File: config.mk
export PLATFORM = sky130hd
export DESIGN_NAME = rms_exec
export DESIGN_NICKNAME = d
export VERILOG_FILES = /design/src/rtl/rms_pkg.sv /design/src/rtl/rms_exec.sv
export SDC_FILE = /design/constraint.sdc
export NUM_CORES = 2
export LEC_CHECK = 0
export ABC_AREA = 1
export CAP_MARGIN = 25
export CELL_PAD_IN_SITES_DETAIL_PLACEMENT = 0
export CELL_PAD_IN_SITES_GLOBAL_PLACEMENT = 2
export CORE_AREA = 2 2 493 495
export DETAILED_ROUTE_END_ITERATION = 7
export DIE_AREA = 0 0 495 497
export DONT_BUFFER_PORTS = 1
export PLACE_DENSITY_LB_ADDON = 0.12
export SYNTH_ARGS = -nofsm -noshare
export SYNTH_HDL_FRONTEND = slang
export SYNTH_SLANG_ARGS = --single-unit
File: constraint.sdc
create_clock -name vclk -period 4.3
set_input_delay 0.215 -clock vclk [all_inputs]
set_output_delay 0.215 -clock vclk [all_outputs]
set_load 0.05 [all_outputs]
File: src/rtl/rms_pkg.sv
package rms_pkg;

  localparam int MEM_WORDS  = 1024;
  localparam int PROG_WORDS = 4096;
  localparam int NUM_REGS   = 8;

  localparam int MEM_AW    = $clog2(MEM_WORDS);
  localparam int REG_IDX_W = $clog2(NUM_REGS);
  localparam int PLEN_W    = 13;
  localparam int WORD_W    = 64;

  localparam int IN_W  = 72;
  localparam int OUT_W = 264;

  localparam logic [WORD_W-1:0] COST_IO  = 64'd100;
  localparam logic [WORD_W-1:0] COST_MEM = 64'd50;
  localparam logic [WORD_W-1:0] COST_ALU = 64'd5;
  localparam logic [WORD_W-1:0] COST_ONE = 64'd1;

  typedef enum logic [4:0] {
    OP_READ   = 5'd0,
    OP_WRITE  = 5'd1,
    OP_LOAD   = 5'd2,
    OP_STORE  = 5'd3,
    OP_RLOAD  = 5'd4,
    OP_RSTORE = 5'd5,
    OP_ADD    = 5'd6,
    OP_SUB    = 5'd7,
    OP_SWP    = 5'd8,
    OP_RST    = 5'd9,
    OP_INC    = 5'd10,
    OP_DEC    = 5'd11,
    OP_SHL    = 5'd12,
    OP_SHR    = 5'd13,
    OP_JUMP   = 5'd14,
    OP_JPOS   = 5'd15,
    OP_JZERO  = 5'd16,
    OP_CALL   = 5'd17,
    OP_RTRN   = 5'd18,
    OP_HALT   = 5'd19
  } op_t;

  typedef enum logic [1:0] {
    ST_OK       = 2'd0,
    ST_HALT     = 2'd1,
    ST_PC_OOB   = 2'd2,
    ST_ADDR_OOB = 2'd3
  } status_t;

  typedef logic [NUM_REGS-1:0][WORD_W-1:0] reg_file_t;

  typedef struct packed {
    status_t              status;
    logic                 wr_valid;
    logic [WORD_W-1:0]    wr_value;
    logic [WORD_W-1:0]    pc;
    logic [WORD_W-1:0]    cycle;
    logic [WORD_W-1:0]    io;
    logic                 reg0_we;
    logic [WORD_W-1:0]    reg0_wd;
    logic                 regi_we;
    logic [REG_IDX_W-1:0] regi_idx;
    logic [WORD_W-1:0]    regi_wd;
    logic                 mem_we;
    logic [MEM_AW-1:0]    mem_addr;
  } exec_res_t;

endpackage

File: src/rtl/rms_exec.sv
module rms_exec
  import rms_pkg::*;
(
  input  logic [4:0]        mode,
  input  logic [WORD_W-1:0] operand,
  input  reg_file_t         regs,
  input  logic [WORD_W-1:0] mem_rdata,
  input  logic [WORD_W-1:0] pc,
  input  logic [WORD_W-1:0] cycle,
  input  logic [WORD_W-1:0] io,
  input  logic [PLEN_W-1:0] prog_len,
  output exec_res_t         res
);

  logic [REG_IDX_W-1:0] ri;
  logic [WORD_W-1:0]    rsel;
  logic [WORD_W-1:0]    acc;
  logic [WORD_W-1:0]    pc_inc;
  logic [WORD_W-1:0]    bound;
  logic [WORD_W-1:0]    addr;
  logic                 is_mem;
  logic                 addr_ok;
  op_t                  op;

  assign op      = op_t'(mode);
  assign ri      = operand[REG_IDX_W-1:0];
  assign rsel    = regs[ri];
  assign acc     = regs[0];
  assign pc_inc  = pc + 64'd1;
  assign bound   = (64'(prog_len) < 64'(PROG_WORDS)) ? 64'(prog_len) : 64'(PROG_WORDS);
  assign is_mem  = (op == OP_LOAD) || (op == OP_STORE) || (op == OP_RLOAD) ||
                   (op == OP_RSTORE);
  assign addr    = ((op == OP_LOAD) || (op == OP_STORE)) ? operand : rsel;
  assign addr_ok = addr < 64'(MEM_WORDS);

  always_comb begin
    res          = '0;
    res.status   = ST_OK;
    res.pc       = pc;
    res.cycle    = cycle;
    res.io       = io;
    res.regi_idx = ri;
    res.mem_addr = addr[MEM_AW-1:0];
    if (pc >= bound) begin
      res.status = ST_PC_OOB;
    end else if (op == OP_HALT) begin
      res.status = ST_HALT;
    end else if (is_mem && !addr_ok) begin
      res.status = ST_ADDR_OOB;
    end else begin
      unique case (op)
        OP_READ: begin
          res.reg0_we = 1'b1;
          res.io      = io + COST_IO;
          res.pc      = pc_inc;
        end
        OP_WRITE: begin
          res.wr_valid = 1'b1;
          res.wr_value = acc;
          res.io       = io + COST_IO;
          res.pc       = pc_inc;
        end
        OP_LOAD, OP_RLOAD: begin
          res.reg0_we = 1'b1;
          res.reg0_wd = mem_rdata;
          res.cycle   = cycle + COST_MEM;
          res.pc      = pc_inc;
        end
        OP_STORE, OP_RSTORE: begin
          res.mem_we = 1'b1;
          res.cycle  = cycle + COST_MEM;
          res.pc     = pc_inc;
        end
        OP_ADD: begin
          res.reg0_we = 1'b1;
          res.reg0_wd = acc + rsel;
          res.cycle   = cycle + COST_ALU;
          res.pc      = pc_inc;
        end
        OP_SUB: begin
          res.reg0_we = 1'b1;
          res.reg0_wd = (acc >= rsel) ? acc - rsel : '0;
          res.cycle   = cycle + COST_ALU;
          res.pc      = pc_inc;
        end
        OP_SWP: begin
          res.reg0_we = 1'b1;
          res.reg0_wd = rsel;
          res.regi_we = 1'b1;
          res.regi_wd = acc;
          res.cycle   = cycle + COST_ALU;
          res.pc      = pc_inc;
        end
        OP_RST, OP_INC, OP_DEC, OP_SHL, OP_SHR: begin
          res.regi_we = 1'b1;
          res.cycle   = cycle + COST_ONE;
          res.pc      = pc_inc;
          case (op)
            OP_INC:  res.regi_wd = rsel + 64'd1;
            OP_DEC:  res.regi_wd = (rsel != '0) ? rsel - 64'd1 : '0;
            OP_SHL:  res.regi_wd = {rsel[WORD_W-2:0], 1'b0};
            OP_SHR:  res.regi_wd = {1'b0, rsel[WORD_W-1:1]};
            default: res.regi_wd = '0;
          endcase
        end
        OP_JUMP: begin
          res.pc    = operand;
          res.cycle = cycle + COST_ONE;
        end
        OP_JPOS: begin
          res.pc    = (acc != '0) ? operand : pc_inc;
          res.cycle = cycle + COST_ONE;
        end
        OP_JZERO: begin
          res.pc    = (acc == '0) ? operand : pc_inc;
          res.cycle = cycle + COST_ONE;
        end
        OP_CALL: begin
          res.reg0_we = 1'b1;
          res.reg0_wd = pc_inc;
          res.pc      = operand;
          res.cycle   = cycle + COST_ONE;
        end
        OP_RTRN: begin
          res.pc    = acc;
          res.cycle = cycle + COST_ONE;
        end
        default: begin
        end
      endcase
    end
  end

endmodule

==> impl_metrics.json <==
{
  "run_status": "finished, violations left",
  "failed_checks": "setup timing",
  "ranking_of_synthesized_cells_by_area": "sky130_fd_sc_hd__nand2_1, sky130_fd_sc_hd__inv_1, sky130_fd_sc_hd__nor2_1",
  "initial_core_util_pct": 15.7,
  "cp_max_fo": 309,
  "maximum_resistive_drop_on_vdd_mv": 0.0447,
  "post_synthesis_cell_count": 8076,
  "min_period_ns": 4.66,
  "finalHoldViolCount": 0,
  "detail_route.wirelength_um": 449000,
  "startpoint_type": "input pin",
  "yosysSeqAreaShare_pct": 0,
  "max_cap_viol_count": 0,
  "num-fill-cells": 28724,
  "finalSetupViolCount": 184,
  "summed_instance_area_of_the_synthesized_netlist_um2": 37600,
  "post_drt_via_cell_ratio": 4.94,
  "worstHoldPathCells": 0,
  "drtPass1Iterations": 5,
  "post_route_core_utilization_pct": 24.3,
  "total_leakage_power_nw": 27.8,
  "drt_iter0_drc": 6377,
  "required_ns": 4.09,
  "power_density_over_cell_area_nw_per_um2": 155,
  "wl_per_cell_um": 35.2,
  "regArea_um2": 0,
  "io_buffers": 0,
  "hold-worst-slack_ns": 0.430,
  "design.core.area_um2": 240000,
  "synth_top_cell_area_share_pct": 25.2,
  "grt_pass1_wl_um": 576000,
  "synthesis.area_per_instance_um2": 4.65,
  "design.final.nets": 10505,
  "grt_antenna_before_repair": 85,
  "first_global_vias": 59988,
  "largest_net_degree_at_the_start_of_global_routing": 310,
  "boundaryPins": 1253,
  "post-dp-hpwl_um": 395000,
  "cp_data_arrival_time_ns": 4.44,
  "aggregate_global_routing_overflow": 0,
  "drive_above_1_share_pct": 24.1,
  "grt_setup_unrepaired": "yes",
  "die_x_um": 495,
  "placed_cell_area_um2": 56600,
  "grt_usage_pct": 34.6,
  "start_point_of_the_worst_hold_path": "io[0]",
  "cts_hold_buffers": 0,
  "die-height_um": 497,
  "rows": 180,
  "syn_nets": 9077,
  "final_cell_area_um2": 58400,
  "critical_setup_path_class": "input pin to primary output",
  "end_kind": "primary output",
  "n_clock_buffer": 0,
  "synth.yosys.warnings": 0,
  "yosys-top-cells-count": "sky130_fd_sc_hd__nand2_1, sky130_fd_sc_hd__inv_1, sky130_fd_sc_hd__nor2_1, sky130_fd_sc_hd__nand3_1, sky130_fd_sc_hd__o21ai_0",
  "drcViolationCount": 0,
  "fin_worst_setup_slack_ns": -0.357,
  "syn_to_final_growth_pct": 55.5,
  "post-place-cells": 12667,
  "top_achievable_clock_speed_mhz": 215,
  "number_of_distinct_library_cell_variants_in_the_gate_level_netlist_after_synthesis": 61,
  "period_share_pct": 108,
  "floorplan.die_area_um2": 246000,
  "headroom_to_the_max_slew_limit_pct": 29.7,
  "synth_top_area_cell": "sky130_fd_sc_hd__nand2_1",
  "synthMostInstantiatedCell": "sky130_fd_sc_hd__nand2_1",
  "finish.cell_count_without_fillers": 12751,
  "num_vias": 62973,
  "design.seq.count": 0,
  "total_power_mw": 9.03,
  "area_used_by_multi_input_combinational_logic_um2": 32500,
  "ant_nets": 0,
  "worstMarginPinSlew_ns": 1.05,
  "timing.final.max_slew_violations": 0,
  "hold-path-endpoint": "res[144]",
  "gp_congestion": 1.01,
  "worst_hold_path_type": "input pin to primary output"
}
[through the flow]
| stage | setup slack (ns) | TNS [ns] |
|---|---|---|
| floorplan | 0.0337 | 0 |
| global placement | -0.901 | -15.50 |
| detailed placement | -0.940 | -18.14 |
| CTS | 0.000795 | 0 |
| global route | -0.0482 | -0.464 |
| finish | -0.357 | -23.36 |
[how the worst max path moves through the flow]
stage                     startpoint  endpoint  slack [ns]
after floorplan           operand[0]  res[118]        0.03
after global placement    operand[0]  res[121]       -0.90
after detailed placement  operand[0]  res[121]       -0.94
after CTS                 operand[0]  res[136]      0.0008
after global routing      operand[0]  res[135]       -0.05
final                     operand[0]  res[101]       -0.36
[cell usage in the layout (no fill, tap or decap), types with 9 or more instances in the layout]
cell type,count
sky130_fd_sc_hd__ha_2,9
sky130_fd_sc_hd__nor4_1,48
sky130_fd_sc_hd__nand2_4,19
sky130_fd_sc_hd__o21ai_0,275
sky130_fd_sc_hd__nor2_4,26
sky130_fd_sc_hd__buf_4,1505
sky130_fd_sc_hd__buf_12,264
sky130_fd_sc_hd__o22ai_1,74
sky130_fd_sc_hd__inv_1,1225
sky130_fd_sc_hd__o21ai_1,100
sky130_fd_sc_hd__a21oi_2,52
sky130_fd_sc_hd__xnor2_1,23
sky130_fd_sc_hd__nor2_2,111
sky130_fd_sc_hd__o21a_1,12
sky130_fd_sc_hd__o221ai_1,14
sky130_fd_sc_hd__nand3_1,733
sky130_fd_sc_hd__nand2_1,2471
sky130_fd_sc_hd__nor2_1,1103
sky130_fd_sc_hd__ha_1,125
sky130_fd_sc_hd__nor3_2,9
sky130_fd_sc_hd__o21ai_2,15
sky130_fd_sc_hd__nand3_2,39
sky130_fd_sc_hd__or2_2,16
sky130_fd_sc_hd__diode_2,64
sky130_fd_sc_hd__a21oi_1,239
sky130_fd_sc_hd__o211ai_1,61
sky130_fd_sc_hd__nand4_1,241
sky130_fd_sc_hd__xor2_1,184
sky130_fd_sc_hd__a31o_2,51
sky130_fd_sc_hd__buf_6,21
sky130_fd_sc_hd__a31oi_1,24
sky130_fd_sc_hd__nor3_1,138
sky130_fd_sc_hd__o21bai_1,27
sky130_fd_sc_hd__a21o_1,10
sky130_fd_sc_hd__inv_2,20
sky130_fd_sc_hd__nand2_2,63
sky130_fd_sc_hd__a211oi_1,9
sky130_fd_sc_hd__o21bai_2,10
sky130_fd_sc_hd__nand3b_1,16
sky130_fd_sc_hd__ha_4,15
[cell families (layout without fill, tap and decap cells)]
logic type      after synthesis  in the layout  synth area share, %
simple gates               5052           5053                 56.5
buf+inv                    1631           3056                 17.5
compound gates             1031           1031                 16.1
xor+xnor                    211            211                 4.92
fa+ha+maj                   151            151                 5.07
other cells                   0             64                    0
[layer usage]
metal	vias up	share of wire [%]	track usage, %
met3	383	6.3	4.45
met2	2928	46	56.9
met5	-	0.016	0
li1	28684	-	-
met1	30968	44	45.9
met4	10	4.3	12.0
[report_power, final]
part / total, mW / internal [mW] / switching [mW]
clock network: 0.00000191 / 0.00000191 / 0
registers: 0 / 0 / 0
logic: 9.03 / 3.36 / 5.67
[layout make-up]
class	instances	area share, %
multi-input combinational	6446	55.6
tap	3185	6.82
inverter	1259	8.18
timing repair buffer	1796	29.0
antenna	64	0.274
timing repair inverter	1	0.0514
[worst max-delay path: stages]
cell,delay [ns]
sky130_fd_sc_hd__clkinv_16,0.25
sky130_fd_sc_hd__buf_16,0.20
sky130_fd_sc_hd__o21ai_1,0.09
sky130_fd_sc_hd__nand2_1,0.07
sky130_fd_sc_hd__nand2_1,0.05
sky130_fd_sc_hd__nand2_1,0.17
sky130_fd_sc_hd__buf_4,0.15
sky130_fd_sc_hd__ha_1,0.21
sky130_fd_sc_hd__fa_2,0.24
sky130_fd_sc_hd__inv_1,0.04
sky130_fd_sc_hd__nor2_1,0.08
sky130_fd_sc_hd__buf_4,0.17
sky130_fd_sc_hd__nand2_1,0.11
sky130_fd_sc_hd__o211ai_1,0.28
sky130_fd_sc_hd__nand2_1,0.09
sky130_fd_sc_hd__nand2_1,0.12
sky130_fd_sc_hd__a21boi_1,0.12
sky130_fd_sc_hd__buf_4,0.16
sky130_fd_sc_hd__or2_2,0.26
sky130_fd_sc_hd__nand3_1,0.10
sky130_fd_sc_hd__nand3_2,0.12
sky130_fd_sc_hd__nand3b_1,0.31
sky130_fd_sc_hd__inv_1,0.11
sky130_fd_sc_hd__nor2_1,0.05
sky130_fd_sc_hd__buf_4,0.21
[what timing repair did]
action	4_1_cts	5_1_grt
cloned	3	1
endpoints found under the setup margin	81	84
pin swaps	11	29
gates resized for setup	158	288
buffers inserted	9	7
Power figures use the tool's default switching activity.
